<file path="config.mk">
export PLATFORM = sky130hd
export DESIGN_NAME = gire_ctrl
export DESIGN_NICKNAME = d
export VERILOG_FILES = /design/src/rtl/gire_pkg.sv /design/src/rtl/gire_ctrl.sv
export SDC_FILE = /design/constraint.sdc
export NUM_CORES = 1
export LEC_CHECK = 0
export ABC_AREA = 1
export BUFFER_PORTS_ARGS = -buffer_cell sky130_fd_sc_hd__buf_4
export CAP_MARGIN = 20
export CORE_UTILIZATION = 58
export DETAILED_ROUTE_END_ITERATION = 10
export PLACE_DENSITY = 0.86
export SYNTH_ARGS = -nofsm -noshare
export SYNTH_HDL_FRONTEND = slang
export SYNTH_SLANG_ARGS = --single-unit
</file>
<file path="constraint.sdc">
create_clock -name clk -period 3 [get_ports clk]
set_clock_uncertainty 0.05 [all_clocks]
set_input_delay 0 -clock clk [delete_from_list [all_inputs] [get_ports clk]]
set_output_delay 0 -clock clk [all_outputs]
set_load 0.02 [all_outputs]
</file>
<file path="src/rtl/gire_pkg.sv">
// Shared types, constants and reaction tables of the Gillespie immune reaction step unit.
// Used by the datapath, the controller and the top level; depends on nothing.
package gire_pkg;

	localparam int          NUM_COUNTS  = 10;
	localparam int          NUM_REACT   = 21;
	localparam logic [4:0]  NO_REACTION = 5'd21;
	localparam logic [4:0]  LAST_REACT  = 5'd20;
	localparam logic [4:0]  REACT_SAT   = 5'd1;   // virus saturation term, from the divider
	localparam logic [4:0]  REACT_ACT   = 5'd3;   // presenter activation, scaled by 2^-56
	localparam logic [3:0]  NO_COUNT    = 4'd15;
	localparam logic [5:0]  LAST_SQUARE = 6'd47;
	localparam logic [5:0]  MANT_TOP    = 6'd62;

	localparam logic [58:0] PROP_CAP = '1;
	localparam logic [63:0] LN2_Q64  = 64'hB17217F7D1CF79AB;

	localparam logic [63:0] LIM_PRESENTER = 64'd1000000;
	localparam logic [63:0] LIM_HELPER    = 64'd1000000;
	localparam logic [63:0] LIM_KILLER    = 64'd500000;
	localparam logic [63:0] LIM_BCELL     = 64'd250000;

	// Fixed rate coefficients, 48 fraction bits.
	localparam logic [59:0] Q_ONE       = 60'd281474976710656;
	localparam logic [59:0] Q_ALPHA_AP  = 60'd703687441777;
	localparam logic [59:0] Q_ACT_AP    = 60'd123848989752689;
	localparam logic [59:0] Q_M_APM     = 60'd151433537470333;
	localparam logic [59:0] Q_ALPHA_THN = 60'd61080069946;
	localparam logic [59:0] Q_BETA_THN  = 60'd28147498;
	localparam logic [59:0] Q_R_T       = 60'd2814750;
	localparam logic [59:0] Q_M_THE     = 60'd61924494876344;
	localparam logic [59:0] Q_PV_TKE    = 60'd441915713436;
	localparam logic [59:0] Q_R2_B      = 60'd3574732;
	localparam logic [59:0] Q_ALPHA_B   = 60'd1688849860263936;
	localparam logic [59:0] Q_BETA_PS   = 60'd189151184350;
	localparam logic [59:0] Q_M_PS      = 60'd562949953421312;
	localparam logic [59:0] Q_PI_AS     = 60'd562949953421;
	localparam logic [59:0] Q_M_A       = 60'd11258999068426;

	// Configuration register indexes and their reset values.
	localparam logic [1:0]  CFG_SUPPLY     = 2'd0;
	localparam logic [1:0]  CFG_ACTIVATION = 2'd1;
	localparam logic [1:0]  CFG_NEUTRALIZE = 2'd2;
	localparam logic [1:0]  CFG_DEATH      = 2'd3;
	localparam logic [59:0] RST_SUPPLY     = 60'd610800699462;
	localparam logic [59:0] RST_ACTIVATION = 60'd28147497671;
	localparam logic [59:0] RST_NEUTRALIZE = 60'd1370783137;
	localparam logic [59:0] RST_DEATH      = 60'd168884986026394;

	typedef enum logic [2:0] {MS_XY, MS_COEF, MS_DT, MS_SQ, MS_LN2} mul_sel_t;
	typedef enum logic [1:0] {DS_SAT, DS_RATIO, DS_WAIT} div_sel_t;

	typedef enum logic [4:0] {
		ST_IDLE, ST_DISP, ST_SAT_GO, ST_SAT_WT, ST_RAT_GO, ST_RAT_WT,
		ST_XY_GO, ST_XY_WT, ST_CF_GO, ST_CF_WT, ST_TOT, ST_DT_WT, ST_SEL,
		ST_APPLY, ST_NORM, ST_SQ_GO, ST_SQ_WT, ST_LN_GO, ST_LN_WT,
		ST_WT_GO, ST_WT_WT, ST_OUT
	} state_t;

	typedef struct packed {
		logic       latch;
		logic       load_wr;
		logic       mul_go;
		mul_sel_t   mul_sel;
		logic       div_go;
		div_sel_t   div_sel;
		logic       sat_st;
		logic       ratio_st;
		logic       xy_st;
		logic       prop_st;
		logic       dt_st;
		logic       sel_st;
		logic       apply;
		logic       norm;
		logic       sq_st;
		logic       ln_st;
		logic       wait_st;
		logic       wait_ones;
		logic       out_ld;
		logic [4:0] k;
	} cmd_t;

	typedef struct packed {
		logic mul_done;
		logic div_done;
		logic total_zero;
		logic hit;
		logic wdraw_zero;
		logic normed;
		logic is_load;
	} stat_t;

	// Count raised by each reaction.
	function automatic logic [3:0] rise_of(input logic [4:0] r);
		logic [3:0] v;
		unique case (r)
			5'd0:          v = 4'd0;
			5'd2:          v = 4'd1;
			5'd3:          v = 4'd2;
			5'd5:          v = 4'd3;
			5'd6, 5'd7:    v = 4'd4;
			5'd9:          v = 4'd5;
			5'd10, 5'd11:  v = 4'd6;
			5'd14, 5'd15:  v = 4'd7;
			5'd16:         v = 4'd8;
			5'd18:         v = 4'd9;
			default:       v = NO_COUNT;
		endcase
		return v;
	endfunction

	// Count lowered by each reaction.
	function automatic logic [3:0] fall_of(input logic [4:0] r);
		logic [3:0] v;
		unique case (r)
			5'd1, 5'd13, 5'd20: v = 4'd0;
			5'd3:               v = 4'd1;
			5'd4:               v = 4'd2;
			5'd6:               v = 4'd3;
			5'd8:               v = 4'd4;
			5'd10:              v = 4'd5;
			5'd12:              v = 4'd6;
			5'd16:              v = 4'd7;
			5'd17:              v = 4'd8;
			5'd19:              v = 4'd9;
			default:            v = NO_COUNT;
		endcase
		return v;
	endfunction

endpackage

</file>
<file path="src/rtl/gire_ctrl.sv">
// Controller of the step unit: sequences divisions, products, selection and logarithm.
// Depends on gire_pkg; drives gire_dp with commands and reads its status.
module gire_ctrl
	import gire_pkg::*;
(
	input  logic  clk,
	input  logic  arst_n,
	input  logic  in_xfer,
	input  logic  out_free,
	input  stat_t stat,
	output cmd_t  cmd,
	output logic  idle
);
	state_t     state_q, state_d;
	logic [4:0] k_q, k_d;
	logic [5:0] j_q, j_d;

	always_ff @(posedge clk or negedge arst_n) begin
		if (!arst_n) begin
			state_q <= ST_IDLE;
			k_q     <= '0;
			j_q     <= '0;
		end else begin
			state_q <= state_d;
			k_q     <= k_d;
			j_q     <= j_d;
		end
	end

	always_comb begin
		state_d     = state_q;
		k_d         = k_q;
		j_d         = j_q;
		cmd         = '0;
		cmd.mul_sel = MS_XY;
		cmd.div_sel = DS_SAT;
		cmd.k       = k_q;
		unique case (state_q)
			ST_IDLE: begin
				if (in_xfer) begin
					cmd.latch = 1'b1;
					state_d   = ST_DISP;
				end
			end
			ST_DISP: begin
				if (stat.is_load) begin
					cmd.load_wr = 1'b1;
					state_d     = ST_OUT;
				end else begin
					state_d = ST_SAT_GO;
				end
			end
			ST_SAT_GO: begin
				cmd.div_go  = 1'b1;
				cmd.div_sel = DS_SAT;
				state_d     = ST_SAT_WT;
			end
			ST_SAT_WT: begin
				cmd.div_sel = DS_SAT;
				if (stat.div_done) begin
					cmd.sat_st = 1'b1;
					state_d    = ST_RAT_GO;
				end
			end
			ST_RAT_GO: begin
				cmd.div_go  = 1'b1;
				cmd.div_sel = DS_RATIO;
				state_d     = ST_RAT_WT;
			end
			ST_RAT_WT: begin
				cmd.div_sel = DS_RATIO;
				if (stat.div_done) begin
					cmd.ratio_st = 1'b1;
					k_d          = '0;
					state_d      = ST_XY_GO;
				end
			end
			ST_XY_GO: begin
				if (k_q == REACT_SAT) begin
					k_d = k_q + 5'd1;
				end else begin
					cmd.mul_go  = 1'b1;
					cmd.mul_sel = MS_XY;
					state_d     = ST_XY_WT;
				end
			end
			ST_XY_WT: begin
				if (stat.mul_done) begin
					cmd.xy_st = 1'b1;
					state_d   = ST_CF_GO;
				end
			end
			ST_CF_GO: begin
				cmd.mul_go  = 1'b1;
				cmd.mul_sel = MS_COEF;
				state_d     = ST_CF_WT;
			end
			ST_CF_WT: begin
				cmd.mul_sel = MS_COEF;
				if (stat.mul_done) begin
					cmd.prop_st = 1'b1;
					if (k_q == LAST_REACT) begin
						state_d = ST_TOT;
					end else begin
						k_d     = k_q + 5'd1;
						state_d = ST_XY_GO;
					end
				end
			end
			ST_TOT: begin
				if (stat.total_zero) begin
					cmd.wait_ones = 1'b1;
					state_d       = ST_OUT;
				end else begin
					cmd.mul_go  = 1'b1;
					cmd.mul_sel = MS_DT;
					state_d     = ST_DT_WT;
				end
			end
			ST_DT_WT: begin
				cmd.mul_sel = MS_DT;
				if (stat.mul_done) begin
					cmd.dt_st = 1'b1;
					k_d       = '0;
					state_d   = ST_SEL;
				end
			end
			ST_SEL: begin
				cmd.sel_st = 1'b1;
				if (stat.hit) begin
					state_d = ST_APPLY;
				end else begin
					k_d = k_q + 5'd1;
				end
			end
			ST_APPLY: begin
				cmd.apply = 1'b1;
				if (stat.wdraw_zero) begin
					cmd.wait_ones = 1'b1;
					state_d       = ST_OUT;
				end else begin
					state_d = ST_NORM;
				end
			end
			ST_NORM: begin
				if (stat.normed) begin
					j_d     = '0;
					state_d = ST_SQ_GO;
				end else begin
					cmd.norm = 1'b1;
				end
			end
			ST_SQ_GO: begin
				cmd.mul_go  = 1'b1;
				cmd.mul_sel = MS_SQ;
				state_d     = ST_SQ_WT;
			end
			ST_SQ_WT: begin
				cmd.mul_sel = MS_SQ;
				if (stat.mul_done) begin
					cmd.sq_st = 1'b1;
					if (j_q == LAST_SQUARE) begin
						state_d = ST_LN_GO;
					end else begin
						j_d     = j_q + 6'd1;
						state_d = ST_SQ_GO;
					end
				end
			end
			ST_LN_GO: begin
				cmd.mul_go  = 1'b1;
				cmd.mul_sel = MS_LN2;
				state_d     = ST_LN_WT;
			end
			ST_LN_WT: begin
				cmd.mul_sel = MS_LN2;
				if (stat.mul_done) begin
					cmd.ln_st = 1'b1;
					state_d   = ST_WT_GO;
				end
			end
			ST_WT_GO: begin
				cmd.div_go  = 1'b1;
				cmd.div_sel = DS_WAIT;
				state_d     = ST_WT_WT;
			end
			ST_WT_WT: begin
				cmd.div_sel = DS_WAIT;
				if (stat.div_done) begin
					cmd.wait_st = 1'b1;
					state_d     = ST_OUT;
				end
			end
			ST_OUT: begin
				if (out_free) begin
					cmd.out_ld = 1'b1;
					state_d    = ST_IDLE;
				end
			end
			default: state_d = ST_IDLE;
		endcase
	end

	assign idle = (state_q == ST_IDLE);
endmodule

</file>
Yosys cells after proc, flatten, opt, wreduce, memory -nomap -nowiden --
Index checks and enable logic that the tools add are counted.
Storage, ports and cells: logic and storage cells 118, input bits 11, register bits 16
Cells by class: multiplexer cells 59, reductions and logical operators 13, eq/ne operators 41, $add $sub $neg 2
Operators with widths (count):
- 5-bit two-way mux | 23
- 5-bit one-hot mux with 22 select lines | 1
- 5-bit by 4-bit equality test with 1-bit output, second input constant | 8
- 5-bit equality test, second input constant | 7
- 2-bit inequality test, second input constant | 17
- 5-bit one-hot mux with 5 select lines | 1
- 1-bit two-way mux | 23
- 5-bit by 3-bit equality test with 1-bit output, second input constant | 4
- 6-bit two-way mux | 3
- 3-bit one-hot mux with 6 select lines | 1
- 13-bit AND reduction | 1
- 4-bit two-way mux | 3
- 6-bit one-hot mux with 2 select lines | 1
- 5-bit by 1-bit equality test with 1-bit output, second input constant | 2
- 5-bit by 2-bit equality test with 1-bit output, second input constant | 2
- 2-bit OR reduction | 5
- 7-bit AND reduction | 1
- 6-bit by 1-bit adder with 6-bit output, second input constant | 1
- 6-bit equality test, second input constant | 1
- 3-bit OR reduction | 2
- 5-bit by 1-bit adder with 5-bit output, second input constant | 1
- 5-bit logical NOT | 1
- 5-bit nonzero test | 1
- 2-bit one-hot mux with 2 select lines | 1
- other kinds (4) | 4

Longest topological paths before layout --
Gate-level depths: netlist (run 1).
depth in word-level cells 4, mapped depth 11, gate-level depth less buffers 11

Worst setup path after synthesis (run 1) --
OpenSTA, ideal clock, no wires.
kind reg-to-reg, from register state_q[4], to register state_q[4], arrival time 1631 ps, cell stages (with the launch flop) 11, data required time 2885 ps, setup slack 1254 ps, buffers on the path 1, path through dfrtp_1 > buf_6 > inv_2 > nand3_2 > nor2_1 > nand2_1 > nand2_1 > nor3_1 > nand2_1 > nand2_1 > nand2_1
On the way: cells in the longest elaborated chain, start to end 3, elaborated cells on any way between the ends 37
Ends and longest elaborated chain:
- from (decl) | line gire_ctrl.sv:14 | state_t state_q, state_d;
- from (signal assigned) | line gire_ctrl.sv:24 | state_q <= state_d;
- 5-bit by 3-bit equality test with 1-bit output, or another cell as far along | line gire_ctrl.sv:38 | unique case (state_q)
- 2-bit inequality test (no source line)
- 13-bit AND reduction (no source line)
Parallel ways exist; a longest one is shown, timed or not. A chain may end at the register's enable or synchronous reset.

==> results of run 1 <==
per-layer routing:
| metal | up-vias | GRT usage [%] |
|---|---|---|
| met5 | - | 0 |
| met2 | 85 | 60.6 |
| met1 | 819 | 41.1 |
| met3 | 18 | 5.56 |
| li1 | 915 | - |
| met4 | 0 | 12.4 |
what timing repair did:
item	4_1_cts	5_1_grt
endpoints found under the hold margin	16	0
buffers inserted	0	0
hold buffers	1	0
worst max path at each step:
stage / slack (ns) / depth (start not counted) / end
floorplan: 1.25 / 10 / state_q[4]
global placement: 1.17 / 10 / k_q[3]
detailed placement: 1.16 / 10 / k_q[1]
CTS: 1.13 / 10 / k_q[1]
global route: 0.97 / 10 / k_q[1]
finish: 1.11 / 6 / cmd[24]
where the power goes:
part           leakage [uW]  total (uW)  switching, uW  internal (uW)
clock             0.0000210         148           73.8           73.9
sequential         0.000217         346           87.4            259
combinational      0.000864         920            626            294
total               0.00110        1410            787            627
registers in the layout, indices dropped and copies added, names as in the netlist:
name     count
j_q          6
k_q          5
state_q      5
cells by family after synthesis:
kind of cell / count (synthesis) / share of synthesized area [%]
buffers and inverters: 37 / 10.2
XOR/XNOR: 6 / 3.31
adder cells (fa/ha/maj): 4 / 3.15
flip-flops: 16 / 25.2
AND/OR/NAND/NOR: 184 / 51.6
AO/OA/AOI/OAI: 19 / 6.55
layout by cell type (no fill, tap or decap), types with 3 or more instances in the layout:
cell      instances
nand2_1          89
nor2_1           43
buf_4            38
inv_1            26
nand3_1          22
dfrtp_1          16
nor3_1            9
inv_2             7
o21ai_0           7
o21ai_1           7
nor2_2            5
xor2_1            5
nor2_4            4
nand4_1           4
ha_1              4
nand2_2           3
clkbuf_4          3
area by class of cell:
class,instances,area (sq um)
Inverter,33,124
Timing Repair Buffer,39,295
Fill cell,226,604
Sequential cell,16,400
Multi-Input combinational cell,213,1020
Tap cell,30,37.5
Clock buffer,4,36.3
per-stage QoR:
stage,hold slack (ns),setup slack (ns),cell area [sq um],power (uW)
after detailed placement,-0.178,1.16,1870,1250
after global routing,0.0518,0.969,1920,1530
after global placement,-0.179,1.17,1870,1240
after floorplan,-0.346,1.25,1590,1010
final,0.0433,1.11,1920,1410
after CTS,0.0440,1.13,1920,1390
==> results.sh, run 1 <==
export IMPL_status="finished, final reports clean"
export IMPL_ys_ff_latch=16
export IMPL_nets=321
export IMPL_synth_edf_count=0
export IMPL_avgSynthCellArea_sq_um=5.96
export IMPL_yosys_warnings=0
export IMPL_slowest_stage="dfrtp_1"
export IMPL_cts_buffer_depth=2
export IMPL_cp_end_kind="output pin"
export IMPL_synth_top_area_cell="dfrtp_1"
export IMPL_syn_to_final_growth_pct=20.9
export IMPL_final_cells=335
export IMPL_setup_viol=0
export IMPL_max_stage_delay_ns=0.59
export IMPL_design_core_area_sq_mm=0.00252
export IMPL_dr_wl_met3_microns=289
export IMPL_rsz0062_at_grt="false"
export IMPL_ir_worst_vdd_mv=0.599
export IMPL_synth_fp_nets=281
export IMPL_clk_latency_ns=0.30
export IMPL_dpl_cell_count=330
export IMPL_worst_r2r_endpoint="k_q[1]"
export IMPL_ys_types=25
export IMPL_firstDrtPassIters=6
export IMPL_initial_core_util_pct=62.9
export IMPL_ys_async_sr_fraction_pct=100
export IMPL_clk_pin_slew_ns=0.11
export IMPL_drt_iter0_drc=68
export IMPL_viasPerCell=5.48
export IMPL_vias=1837
export IMPL_cts_resized=0
export IMPL_crit_path_cell_trace="inv_2, nand3_2, nor2_1, a21oi_1, nand4_1, buf_4"
export IMPL_ant_nets=0
export IMPL_synth_top_cells_by_count="nand2_1 (89), nor2_1 (43), inv_1 (26), nand3_1 (22), dfrtp_1 (16)"
export IMPL_dp_hpwl_microns=3680
export IMPL_criticalPathCategory="reg2out"
export IMPL_rows=18
export IMPL_leakagePower_uw=0.00110
export IMPL_synth_area_leaders="dfrtp_1 (25%), nand2_1 (21%), nor2_1 (10%)"
export IMPL_worstMarginPinSlew_ns=0.405
export IMPL_grt_pass1_vias=1637
export IMPL_cts_tree="yes"
export IMPL_crit_buf_inv=2
export IMPL_min_period_over_period_pct=63.1
export IMPL_numCtsBuffers=3
export IMPL_synth_flop_cell="dfrtp_1"
export IMPL_worstRegToRegCells=10
export IMPL_die_w_microns=54.3
export IMPL_setup_tns_ns=0
export IMPL_track_usage_pct=34.2
export IMPL_cts_htree_levels=1
export IMPL_syn_area_sq_mm=0.00159
export IMPL_ys_seq_area_share_pct=25.2
export IMPL_crit_path_start_kind="register"
export IMPL_finalHoldViolCount=0
export IMPL_routedWlPerCell_microns=13.8
export IMPL_route_detailed_drc=0
export IMPL_port_buffer_count=38
export IMPL_critPathRequiredTime_ns=2.95
export IMPL_maxSlewHeadroom_pct=73.0
export IMPL_grt_overflow_total=0
export IMPL_syn_instance_count=266
export IMPL_fmax_ghz=0.528
export IMPL_antenna_found_initial=0
export IMPL_hold_class="in2async"
export IMPL_maxSlewViolCount=0
export IMPL_yosysMostFrequentCell="nand2_1"
export IMPL_dieArea_sq_mm=0.00295
export IMPL_critPathLaunch="state_q[4]"
export IMPL_wl_met2_microns=2230
export IMPL_timing_rr_start="state_q[4]"
export IMPL_highest_layer="met4"
export IMPL_io_pins=39
export IMPL_powerDensity_mw_per_mm2=737
export IMPL_cp_arrival_ns=1.84
export IMPL_grt_pass1_wl_microns=7130
export IMPL_reg2reg_slack_ns=1.12
export IMPL_routabilityCongestion=1.01
export IMPL_wirelength_met1_microns=1960
export IMPL_root_buffer="clkbuf_4"
export IMPL_cp_max_fo=9
export IMPL_drt_wl_total_microns=4630
export IMPL_die_h_microns=54.3
export IMPL_maxCapViolCount=0
export IMPL_period_needed_ns=1.89
export IMPL_synth_top_cell_area_share_pct=25.2
export IMPL_crit_family="flip-flops"
export IMPL_diodes=0
export IMPL_grt_max_degree=17
export IMPL_final_util_pct=76.0
export IMPL_drive_above_1_share_pct=21.3
export IMPL_clock_sinks=16
(Power assumes the default switching activity.)
==> run 2, diff against run 1 <==
CORE_UTILIZATION = 54   (was 58)
PLACE_DENSITY = 0.81   (was 0.86)
clock period = 1.75 ns   (was 3 ns; I/O delays follow)
==> results.sh, run 2 (synthesis gave the netlist of run 1 again) <==
export IMPL_leakagePower_uw=0.00124
export IMPL_die_w_microns=56.2
export IMPL_diodes=0
export IMPL_antenna_found_initial=0
export IMPL_largest_register_ffs=6
export IMPL_p_total_uw=2770
export IMPL_crit_family="flip-flops"
export IMPL_track_usage_pct=30.8
export IMPL_dieArea_sq_mm=0.00316
export IMPL_reg_largest_list="j_q: 6 flops, k_q: 5 flops, state_q: 5 flops"
export IMPL_maxCapViolCount=0
export IMPL_route_detailed_drc=0
export IMPL_final_cell_mix="nand2_1 (86), buf_4 (65), nor2_1 (36)"
export IMPL_rows=19
export IMPL_fillers=236
export IMPL_finalHoldViolCount=0
export IMPL_crit_path_cell_trace="nor2_4, inv_2, nor2_4, buf_4, nor2_1, o21ai_0, buf_4"
export IMPL_hold_class="in2async"
export IMPL_dp_hpwl_microns=3830
export IMPL_crit_buf_inv=3
export IMPL_port_buffer_count=38
export IMPL_grt_pass1_wl_microns=7710
export IMPL_fmax_ghz=0.584
export IMPL_final_common_cell="nand2_1"
export IMPL_drive_above_1_share_pct=32.8
export IMPL_critPathRequiredTime_ns=1.70
export IMPL_worstMarginPinSlew_ns=0.310
export IMPL_status="finished, final reports clean"
export IMPL_ant_nets=0
export IMPL_period_needed_ns=1.71
export IMPL_cp_end_kind="output pin"
export IMPL_grt_max_degree=17
export IMPL_hold_ws_ns=0.0788
export IMPL_p_sw_share_pct=52.8
export IMPL_cp_arrival_ns=1.66
export IMPL_drt_wl_total_microns=4990
export IMPL_root_buffer="clkbuf_4"
export IMPL_maxSlewViolCount=0
export IMPL_io_pins=39
export IMPL_regMostFlops="j_q"
export IMPL_switchingPower_uw=1460
export IMPL_cts_htree_levels=1
export IMPL_p_clk_share_pct=7.2
export IMPL_timing_rr_start="state_q[4]"
export IMPL_routabilityCongestion=0.995
export IMPL_cts_buffer_depth=2
export IMPL_powerDensity_mw_per_mm2=1280
export IMPL_syn_to_final_growth_pct=36.8
export IMPL_cts_tree="yes"
export IMPL_firstDrtPassIters=5
export IMPL_clk_pin_slew_ns=0.10
export IMPL_ir_worst_vdd_mv=1.28
export IMPL_worstRegToRegCells=10
export IMPL_nets=349
export IMPL_clk_latency_ns=0.29
export IMPL_maxSlewHeadroom_pct=79.2
export IMPL_numCtsBuffers=3
export IMPL_slowest_stage="dfrtp_2"
export IMPL_criticalPathCategory="reg2out"
export IMPL_min_period_over_period_pct=97.8
export IMPL_intPower_uw=1310
export IMPL_initial_core_util_pct=57.0
export IMPL_power_frac_seq_pct=20.6
export IMPL_routedWlPerCell_microns=13.7
export IMPL_grt_pass1_vias=1777
export IMPL_die_h_microns=56.2
export IMPL_max_stage_delay_ns=0.48
export IMPL_vias=1964
export IMPL_reg2reg_slack_ns=0.07
export IMPL_clock_sinks=16
export IMPL_worst_r2r_endpoint="k_q[4]"
export IMPL_cp_max_fo=8
export IMPL_grt_overflow_total=0
export IMPL_viasPerCell=5.41
export IMPL_final_util_pct=78.0
export IMPL_design_core_area_sq_mm=0.00278
export IMPL_setup_tns_ns=0
export IMPL_crit_path_start_kind="register"
export IMPL_p_comb_share_pct=72.2
export IMPL_setup_viol=0
export IMPL_drt_iter0_drc=160
run 2: cell types whose count changed in the layout (fill, tap and decap cells not counted), moves of 2 or more:
cell,previous run,this run
dfrtp_2,0,4
nor2_1,43,36
buf_4,38,65
nand2_2,3,6
nor2_2,5,11
nor3_1,9,7
dfrtp_1,16,12
nor3_2,0,2
nand2_1,89,86
run 2: metal layers:
metal  part of all wire (%)  track usage, %  routed length [microns]
met5                      0               0                        0
met1                     41            39.4                     2030
met2                     49            52.2                     2470
met3                    7.2            4.19                      361
met4                    2.5            12.5                      127
run 2: worst max path at each step:
stage               depth (start not counted)         end  startpoint
finish                                      7     cmd[21]  state_q[1]
floorplan                                  10  state_q[4]  state_q[4]
global route                                8  state_q[4]  state_q[1]
CTS                                         7     cmd[21]  state_q[1]
detailed placement                         10      j_q[3]  state_q[2]
global placement                           10      j_q[3]  state_q[2]
run 2: per-stage QoR:
step	setup slack [ns]	cell area, sq um	std cells
2_1_floorplan	0.00371	1590	266
3_3_place_gp	0.00200	2040	353
3_5_place_dp	-0.00179	2040	353
4_1_cts	0.00646	2070	357
5_1_grt	-0.0374	2170	363
6_report	0.0379	2170	363
run 2: what timing repair did:
action                                  4_1_cts  5_1_grt
gates resized for setup                       2       18
hold buffers                                  1        0
pin swaps                                     1        2
setup buffers                                 0        6
endpoints found under the hold margin        16        0
endpoints found under the setup margin        8       25
run 2: area by class of cell:
type	count	area [sq um]	share of cell area (%)
Inverter	33	124	5.71
Tap cell	31	38.8	1.79
Multi-Input combinational cell	213	1070	49.3
Clock buffer	3	22.5	1.04
Sequential cell	16	405	18.7
Timing Repair Buffer	67	510	23.5
run 2: worst reg2reg max path, delay by kind of cell, from the launching register on:
kind	cells	cell delay [ns]
simple gates	7	0.75
buf+inv	2	0.27
flops	1	0.45
compound gates	1	0.09
run 2: power groups by stage:
stage               Clock [uW]  Combinational [uW]  Sequential [uW]
finish                     198                2000              571
global route               216                2180              580
CTS                        196                1780              574
detailed placement           0                1770              577
global placement             0                1760              573
floorplan                    0                1240              503
